**src/sv/mdc_pkg.sv**
```systemverilog
// mdc_pkg: shared types, codes and helper functions of the maze carver
// no dependencies; imported by mdc_pick, maze_dfs_carver and the testbench
`default_nettype none

package mdc_pkg;

    // default sizes
    localparam int MAX_DIM_DEF     = 64;
    localparam int STACK_DEPTH_DEF = 1024;

    // configuration register indexes
    localparam logic REG_COLS = 1'b0;
    localparam logic REG_ROWS = 1'b1;
    localparam int   CFG_W    = 7;

    // action codes
    localparam logic ACT_START = 1'b0;
    localparam logic ACT_STEP  = 1'b1;

    // neighbour direction codes, in search order
    typedef enum logic [1:0] {
        DIR_LEFT  = 2'd0,
        DIR_UP    = 2'd1,
        DIR_RIGHT = 2'd2,
        DIR_DOWN  = 2'd3
    } t_dir;

    // result kinds
    typedef enum logic [1:0] {
        K_START = 2'd0,
        K_CARVE = 2'd1,
        K_BACK  = 2'd2,
        K_DONE  = 2'd3
    } t_kind;

    typedef enum logic [3:0] {
        S_IDLE,
        S_CLEAR,
        S_TOP,
        S_RDMID,
        S_RDUP,
        S_RDDN,
        S_PICK,
        S_WRNEW,
        S_RDWALL,
        S_WRWALL
    } t_state;

    typedef struct packed {
        logic        action;
        logic [15:0] random_value;
    } t_in;

    typedef struct packed {
        t_kind      kind;
        logic [5:0] wall_row;
        logic [5:0] wall_col;
        logic [5:0] cell_row;
        logic [5:0] cell_col;
    } t_out;

    // direction choice handed from the picker to the sequencer
    typedef struct packed {
        logic found;
        t_dir dir;
    } t_pick;

    // remainder by three: 4 = 1 mod 3, so base-4 digits fold by adding
    function automatic logic [1:0] mod3_16(input logic [15:0] v);
        logic [4:0] s1;
        logic [3:0] s2;
        logic [2:0] s3;
        s1 = 5'd0;
        for (int i = 0; i < 8; i++) begin
            s1 = s1 + 5'(v[2*i +: 2]);
        end
        s2 = 4'(s1[4:2]) + 4'(s1[1:0]);
        s3 = 3'(s2[3:2]) + 3'(s2[1:0]);
        if (s3 >= 3'd3) begin
            s3 = s3 - 3'd3;
        end
        return s3[1:0];
    endfunction

endpackage

`default_nettype wire

```
**src/sv/mdc_pick.sv**
```systemverilog
// mdc_pick: chooses one free neighbour by random value mod free count
// depends on mdc_pkg (t_pick, t_dir, mod3_16)
`default_nettype none

module mdc_pick import mdc_pkg::*; (
    input  wire logic [3:0]  i_free,
    input  wire logic [15:0] i_rnd,
    output t_pick            o_pick
);

    logic [2:0] count;
    logic [1:0] idx;
    logic [1:0] seen;

    // count of free neighbours
    always_comb begin
        count = 3'd0;
        for (int k = 0; k < 4; k++) begin
            count = count + 3'(i_free[k]);
        end
    end

    // remainder by a count of one to four
    always_comb begin
        case (count)
            3'd2:    idx = {1'b0, i_rnd[0]};
            3'd3:    idx = mod3_16(i_rnd);
            3'd4:    idx = i_rnd[1:0];
            default: idx = 2'd0;
        endcase
    end

    // idx-th free direction in search order
    always_comb begin
        o_pick.found = (count != 3'd0);
        o_pick.dir   = DIR_LEFT;
        seen         = 2'd0;
        for (int k = 0; k < 4; k++) begin
            if (i_free[k]) begin
                if (seen == idx) begin
                    o_pick.dir = t_dir'(2'(k));
                end
                seen = seen + 2'd1;
            end
        end
    end

endmodule

`default_nettype wire

```
**config.mk**
```make
export PLATFORM = sky130hd
export DESIGN_NAME = mdc_pick
export DESIGN_NICKNAME = d
export VERILOG_FILES = /design/src/sv/mdc_pkg.sv /design/src/sv/mdc_pick.sv
export SDC_FILE = /design/constraint.sdc
export NUM_CORES = 1
export LEC_CHECK = 0
export BUFFER_PORTS_ARGS = -buffer_cell sky130_fd_sc_hd__buf_2
export CAP_MARGIN = 5
export CORE_MARGIN = 1.5
export CORE_UTILIZATION = 40
export DETAILED_ROUTE_END_ITERATION = 16
export SYNTH_ARGS = -nofsm -noshare
export SYNTH_HDL_FRONTEND = slang
export SYNTH_SLANG_ARGS = --single-unit
```
**constraint.sdc**
```tcl
create_clock -name vclk -period 8.5
set_input_delay 1.275 -clock vclk [all_inputs]
set_output_delay 1.275 -clock vclk [all_outputs]
set_load 0.005 [all_outputs]
```
* Word-level counts from Yosys, hierarchy flattened
Cells that the tools add are included.
** Word-level totals
- Word-level logic and storage cells :: 34
- Register bits after elaboration :: 0
- Input bits :: 20
** Operators by class
- Equal/unequal tests :: 6
- $lt $le $gt $ge :: 1
- Add/sub/neg operators :: 15
- Mux-type cells :: 11
- Reduce and logical (&&, ||, !) cells :: 1
** Operators with widths (number)
- 5-bit by 2-bit adder with 5-bit output :: 4
- 2-bit two-way mux :: 7
- 3-bit by 2-bit adder with 4-bit output :: 2
- 2-bit by 2-bit adder with 3-bit output :: 2
- 2-bit equality test :: 3
- 3-bit by 2-bit equality test with 1-bit output, second input constant :: 2
- 2-bit one-hot mux with 3 select lines :: 1
- 4-bit by 2-bit adder with 5-bit output :: 1
- 2-bit by 1-bit adder with 2-bit output, second input constant :: 2
- 2-bit by 1-bit adder with 3-bit output :: 1
- 3-bit by 1-bit adder with 3-bit output :: 1
- 3-bit equality test, second input constant :: 1
- 3-bit by 2-bit greater-or-equal comparator with 1-bit output, second input constant :: 1
- 1-bit two-way mux :: 3
- 3-bit nonzero test :: 1
- 1-bit by 1-bit adder with 2-bit output :: 1
- 2-bit subtractor, second input constant :: 1

* Logic depth before layout (Yosys ltp)
Gate-level depths: netlist (run 1).
- Depth in word-level cells :: 19
- Gate-level depth with buffers :: 21

* Worst setup path after synthesis (run 1)
No wires, ideal clock.
- Path type :: input port to output port
- Start :: in i_rnd[7]
- End :: out o_pick[1] in the netlist's numbering
- Arrival :: 6.746 ns
- Slack :: 0.479 ns
- Stages :: 19
- Cell sequence :: inv_1 -> fa_1 -> inv_1 -> fa_1 -> fa_1 -> fa_1 -> ha_1 -> fa_1 -> ha_1 -> fa_1 -> xnor2_1 -> ha_1 -> fa_1 -> ha_1 -> or3_1 -> o211a_2 -> or3_1 -> and3_1 -> o31ai_2
** RTL lines
- start: declaration :: line mdc_pick.sv:7 : input wire logic [15:0] i_rnd,
- end: declaration :: line mdc_pick.sv:8 : output t_pick o_pick

==> results of run 1 <==
## routing by layer
metal  global-route usage, %  wire length [um]  up-vias
li1                        -                 -      350
met1                   17.73               623      324
met2                   25.87               826       10
met3                       0                35        0
met4                       0                 0        0
met5                       0                 0        -
## cell usage in the layout, fill, tap and decap left out, types with 2 or more instances in the layout
cell type   n
o21a_1      2
o211ai_1    4
ha_2        3
buf_2      23
inv_1      21
ha_1        9
fa_1       12
xor2_1      2
a21oi_1     3
nor2_1      3
fa_2        2
a21o_1      2
or3_1       2
nor3_1      4
## area by class of cell
class / instances / area share (%)
multi-input cells: 67 / 77.27
repair buffers: 24 / 11.85
inverters: 21 / 7.618
well taps: 27 / 3.265
## logic make-up after synthesis
logic type,Yosys count
AO/OA/AOI/OAI,19
XOR/XNOR,3
adder cells (fa/ha/maj),27
buffers and inverters,21
AND/OR/NAND/NOR,18
## metrics by stage
stage               util, %  hold WS (ns)  worst slack (ns)
finish                53.84         2.906            0.2464
global route          53.84         2.932         0.0005067
CTS                   49.61         2.908           0.05035
detailed placement    49.61         2.904           0.06656
global placement      49.61         2.903            0.1386
floorplan                 -         2.631            0.4792
## worst max-delay path by stage
stage                           end  slack [ns]  cells after the start
after floorplan           o_pick[1]        0.48                     19
after global placement    o_pick[1]        0.14                     21
after detailed placement  o_pick[1]        0.07                     21
after CTS                 o_pick[1]        0.05                     21
after global routing      o_pick[1]      0.0005                     21
final                     o_pick[1]        0.25                     19
## what timing repair did
action                                  CTS  global route
buffers inserted                          0             1
endpoints found under the setup margin    0             2
resized for setup                         0            14
endpoints found under the hold margin     0             0
## worst max-delay path: stages
cell	delay, ns
buf_2	0.12
fa_1	0.50
fa_1	0.57
fa_1	0.43
fa_1	0.52
ha_2	0.19
fa_1	0.42
ha_2	0.20
fa_2	0.35
xnor2_2	0.14
ha_2	0.20
fa_2	0.51
ha_4	0.20
or3_4	0.36
o211a_4	0.17
or3_1	0.35
and3_4	0.18
o31ai_4	0.14
buf_2	0.14
==> results.py, run 1 <==
metrics = {
    "status": {
        "outcome": "completed",
    },
    "setup_path": {
        "worstPathArrival_ns": 6.98,
        "path_class": "primary input to output port",
        "cp_max_fo": 5,
        "cp-end-kind": "output port",
        "crit_start": "i_rnd[1]",
        "cp-start-kind": "primary input",
        "crit_required_ns": 7.22,
    },
    "sta": {
        "drv_slew": 0,
        "setup_viol": 0,
        "clock.fmax_mhz": 121.2,
        "worst_slew_pin_slew_ns": 0.7099,
        "relSlewSlack_pct": 52.31,
        "hold_viol": 0,
        "period_share_pct": 97.10,
        "finalCriticalPeriod_ns": 8.254,
        "rsz0062_at_grt": "false",
        "fin_setup_tns_ns": 0,
    },
    "layout": {
        "design_area_mm2": 0.001035,
        "regArea_um2": 0,
        "stdcell_count": 139,
        "diodes": 0,
        "multi_input_area_um2": 799.5,
        "nFillCells": 190,
        "area_growth_pct": 28.62,
        "nClkBuffers": 0,
        "drive_gt1_share_pct": 33.93,
        "seq_cells": 0,
        "nNetsFinal": 161,
    },
    "hold_path": {
        "holdPathEnd": "o_pick[0]",
        "hp-start": "i_free[2]",
        "min_path_type": "primary input to output port",
        "whs_path_depth": 3,
    },
    "floorplan": {
        "io_pins": 23,
        "die_area_mm2": 0.002289,
        "die_w_um": 47.85,
        "rows": 16,
        "coreArea_mm2": 0.001922,
        "die_h_um": 47.85,
        "initial_core_util_pct": 41.86,
    },
    "drt": {
        "viasPerCell": 4.921,
        "totalWireLength_um": 1485,
        "drtPass1Iterations": 4,
        "wl_per_cell_um": 10.68,
        "antenna_left": 0,
        "vias": 684,
        "drc": 0,
        "first_iter_violations": 3,
    },
    "global_route": {
        "grt_antenna_before_repair": 0,
        "grt_pass1_vias": 609,
        "grt_pass1_wl_um": 2311,
        "grt_use_total_pct": 13.41,
        "grt_max_degree": 7,
        "grt_overflow": 0,
    },
    "placed_design": {
        "gp_congestion": 0.7449,
        "place_hpwl_um": 1310,
        "dp_cells": 138,
        "port_buffers": 23,
        "place_area_um2": 953.4,
    },
    "logic_synthesis": {
        "syn_area_um2": 804.5,
        "ys_types": 28,
        "synth_top_family_by_area": "adder cells",
        "synth_top_cell_by_area": "fa_1",
        "ys_seq_area_share_pct": 0,
        "synth.area.mux_share_pct": 0,
        "yosys_warnings": 0,
        "synth_xor_area_share_pct": 3.266,
        "synth_top_area_share_pct": 34.84,
        "synth_nets": 135,
        "yosys.area_share.adder_pct": 55.05,
        "synth_compound_area_share_pct": 18.20,
        "synthSimpleGateAreaFrac_pct": 13.69,
        "synth_cells": 88,
        "synth_area_leaders": "fa_1, ha_1, inv_1",
        "syn_area_per_cell_um2": 9.142,
        "synth_common_cells": "inv_1, fa_1, ha_1",
        "synth_most_common_cell": "inv_1",
    },
    "clock_network": {
        "cts_hold_buf": 0,
    },
    "run": {
        "max_cap_viol_count": 0,
    },
}
Power of run 1 is not shown: default switching activity piles up to over one toggle a cycle in this logic, so the estimate is an artifact.
==> run 2, diff against run 1 <==
--- a/config.mk
+++ b/config.mk
@@ -5,7 +5,7 @@
 export SDC_FILE = /design/constraint.sdc
 export NUM_CORES = 1
 export LEC_CHECK = 0
-export BUFFER_PORTS_ARGS = -buffer_cell sky130_fd_sc_hd__buf_2
+export BUFFER_PORTS_ARGS = -buffer_cell sky130_fd_sc_hd__clkbuf_2
 export CAP_MARGIN = 5
 export CORE_MARGIN = 1.5
 export CORE_UTILIZATION = 40
==> results.py, run 2 (same netlist as run 1, synthesis figures left out) <==
metrics = {
    "status": {
        "outcome": "completed",
    },
    "setup_path": {
        "crit_required_ns": 7.22,
        "cp-end-kind": "output port",
        "crit_start": "i_rnd[7]",
        "worstPathArrival_ns": 7.01,
        "cp_max_fo": 5,
        "cp-start-kind": "primary input",
        "path_class": "primary input to output port",
    },
    "placed_design": {
        "place_area_um2": 953.4,
        "gp_congestion": 0.6817,
        "place_hpwl_um": 1336,
        "port_buffers": 23,
    },
    "floorplan": {
        "io_pins": 23,
        "coreArea_mm2": 0.001922,
        "rows": 16,
        "die_h_um": 47.85,
        "initial_core_util_pct": 41.86,
        "die_w_um": 47.85,
        "die_area_mm2": 0.002289,
    },
    "layout": {
        "regArea_um2": 0,
        "diodes": 0,
        "nFillCells": 197,
        "layout_commonest_cell": "clkbuf_2",
        "seq_cells": 0,
        "nClkBuffers": 0,
        "area_growth_pct": 25.35,
        "design_area_mm2": 0.001008,
        "drive_gt1_share_pct": 31.25,
        "most-common-layout-cells": "clkbuf_2, inv_1, fa_1",
        "nNetsFinal": 161,
    },
    "sta": {
        "drv_slew": 0,
        "worst_slew_pin_slew_ns": 0.6822,
        "relSlewSlack_pct": 54.17,
        "hold_viol": 0,
        "period_share_pct": 97.49,
        "rsz0062_at_grt": "false",
        "clock.fmax_mhz": 120.7,
        "finalCriticalPeriod_ns": 8.287,
        "fin_setup_tns_ns": 0,
        "setup_viol": 0,
    },
    "drt": {
        "first_iter_violations": 5,
        "viasPerCell": 4.935,
        "totalWireLength_um": 1521,
        "drc": 0,
        "vias": 686,
        "antenna_left": 0,
        "wl_per_cell_um": 10.94,
        "drtPass1Iterations": 4,
    },
    "global_route": {
        "grt_max_degree": 7,
        "grt_pass1_vias": 621,
        "met3_usage_pct": 0,
        "grt_overflow": 0,
        "met1_usage_pct": 17.66,
        "grt_util_met2_pct": 27.47,
        "grt_pass1_wl_um": 2380,
        "grt_use_total_pct": 13.84,
        "grt_antenna_before_repair": 0,
        "grt.busiest_layer": "met2",
    },
    "run": {
        "max_cap_viol_count": 0,
    },
    "clock_network": {
        "cts_hold_buf": 0,
    },
    "hold_path": {
        "min_path_type": "primary input to output port",
        "whs_path_depth": 3,
        "holdPathEnd": "o_pick[0]",
        "hp-start": "i_free[2]",
    },
}
run 2: cell type report:
cell class,instances,area (um2),area share (%)
Multi-Input combinational cell,67,773.2,76.67
Timing Repair Buffer,24,122.6,12.16
Inverter,21,78.83,7.816
Tap cell,27,33.78,3.350
run 2: through the flow:
step                cells  util (%)  worst slack (ns)  hold slack [ns]
floorplan              88         -            0.4792            2.631
finish                139     52.47            0.2133            2.916
global route          139     52.47           0.01877            2.949
detailed placement    138     49.61          0.001313            2.916
CTS                   138     50.20          0.002397            2.919
global placement      138     49.61            0.1502            2.910
run 2: critical path, cell delays in order:
cell	delay, ns
clkbuf_2	0.07
inv_1	0.05
fa_1	0.53
inv_1	0.05
fa_1	0.49
fa_1	0.43
fa_1	0.52
ha_2	0.20
fa_1	0.41
ha_2	0.20
fa_2	0.33
xnor2_1	0.13
ha_2	0.20
fa_2	0.52
ha_4	0.20
or3_1	0.36
o211a_4	0.18
or3_1	0.35
and3_1	0.18
o31ai_2	0.18
buf_2	0.15
run 2: worst max-delay path by stage:
| stage | end | slack, ns | depth (start not counted) |
|---|---|---|---|
| after floorplan | o_pick[1] | 0.48 | 19 |
| after global placement | o_pick[1] | 0.15 | 21 |
| after detailed placement | o_pick[1] | 0.001 | 21 |
| after CTS | o_pick[1] | 0.002 | 21 |
| after global routing | o_pick[1] | 0.02 | 21 |
| final | o_pick[1] | 0.21 | 21 |
run 2: what timing repair did:
action,in CTS,in global routing
buffers inserted,0,1
setup endpoints to repair,1,2
hold endpoints to repair,0,0
resized for setup,2,9
pin swaps,0,7
run 2: metal layers:
metal	routed length (um)	share of wire [%]
met3	37	2.4
met5	0	0
met4	0	0
met1	630	41
met2	854	56
Power of run 2 is left out for the same reason.
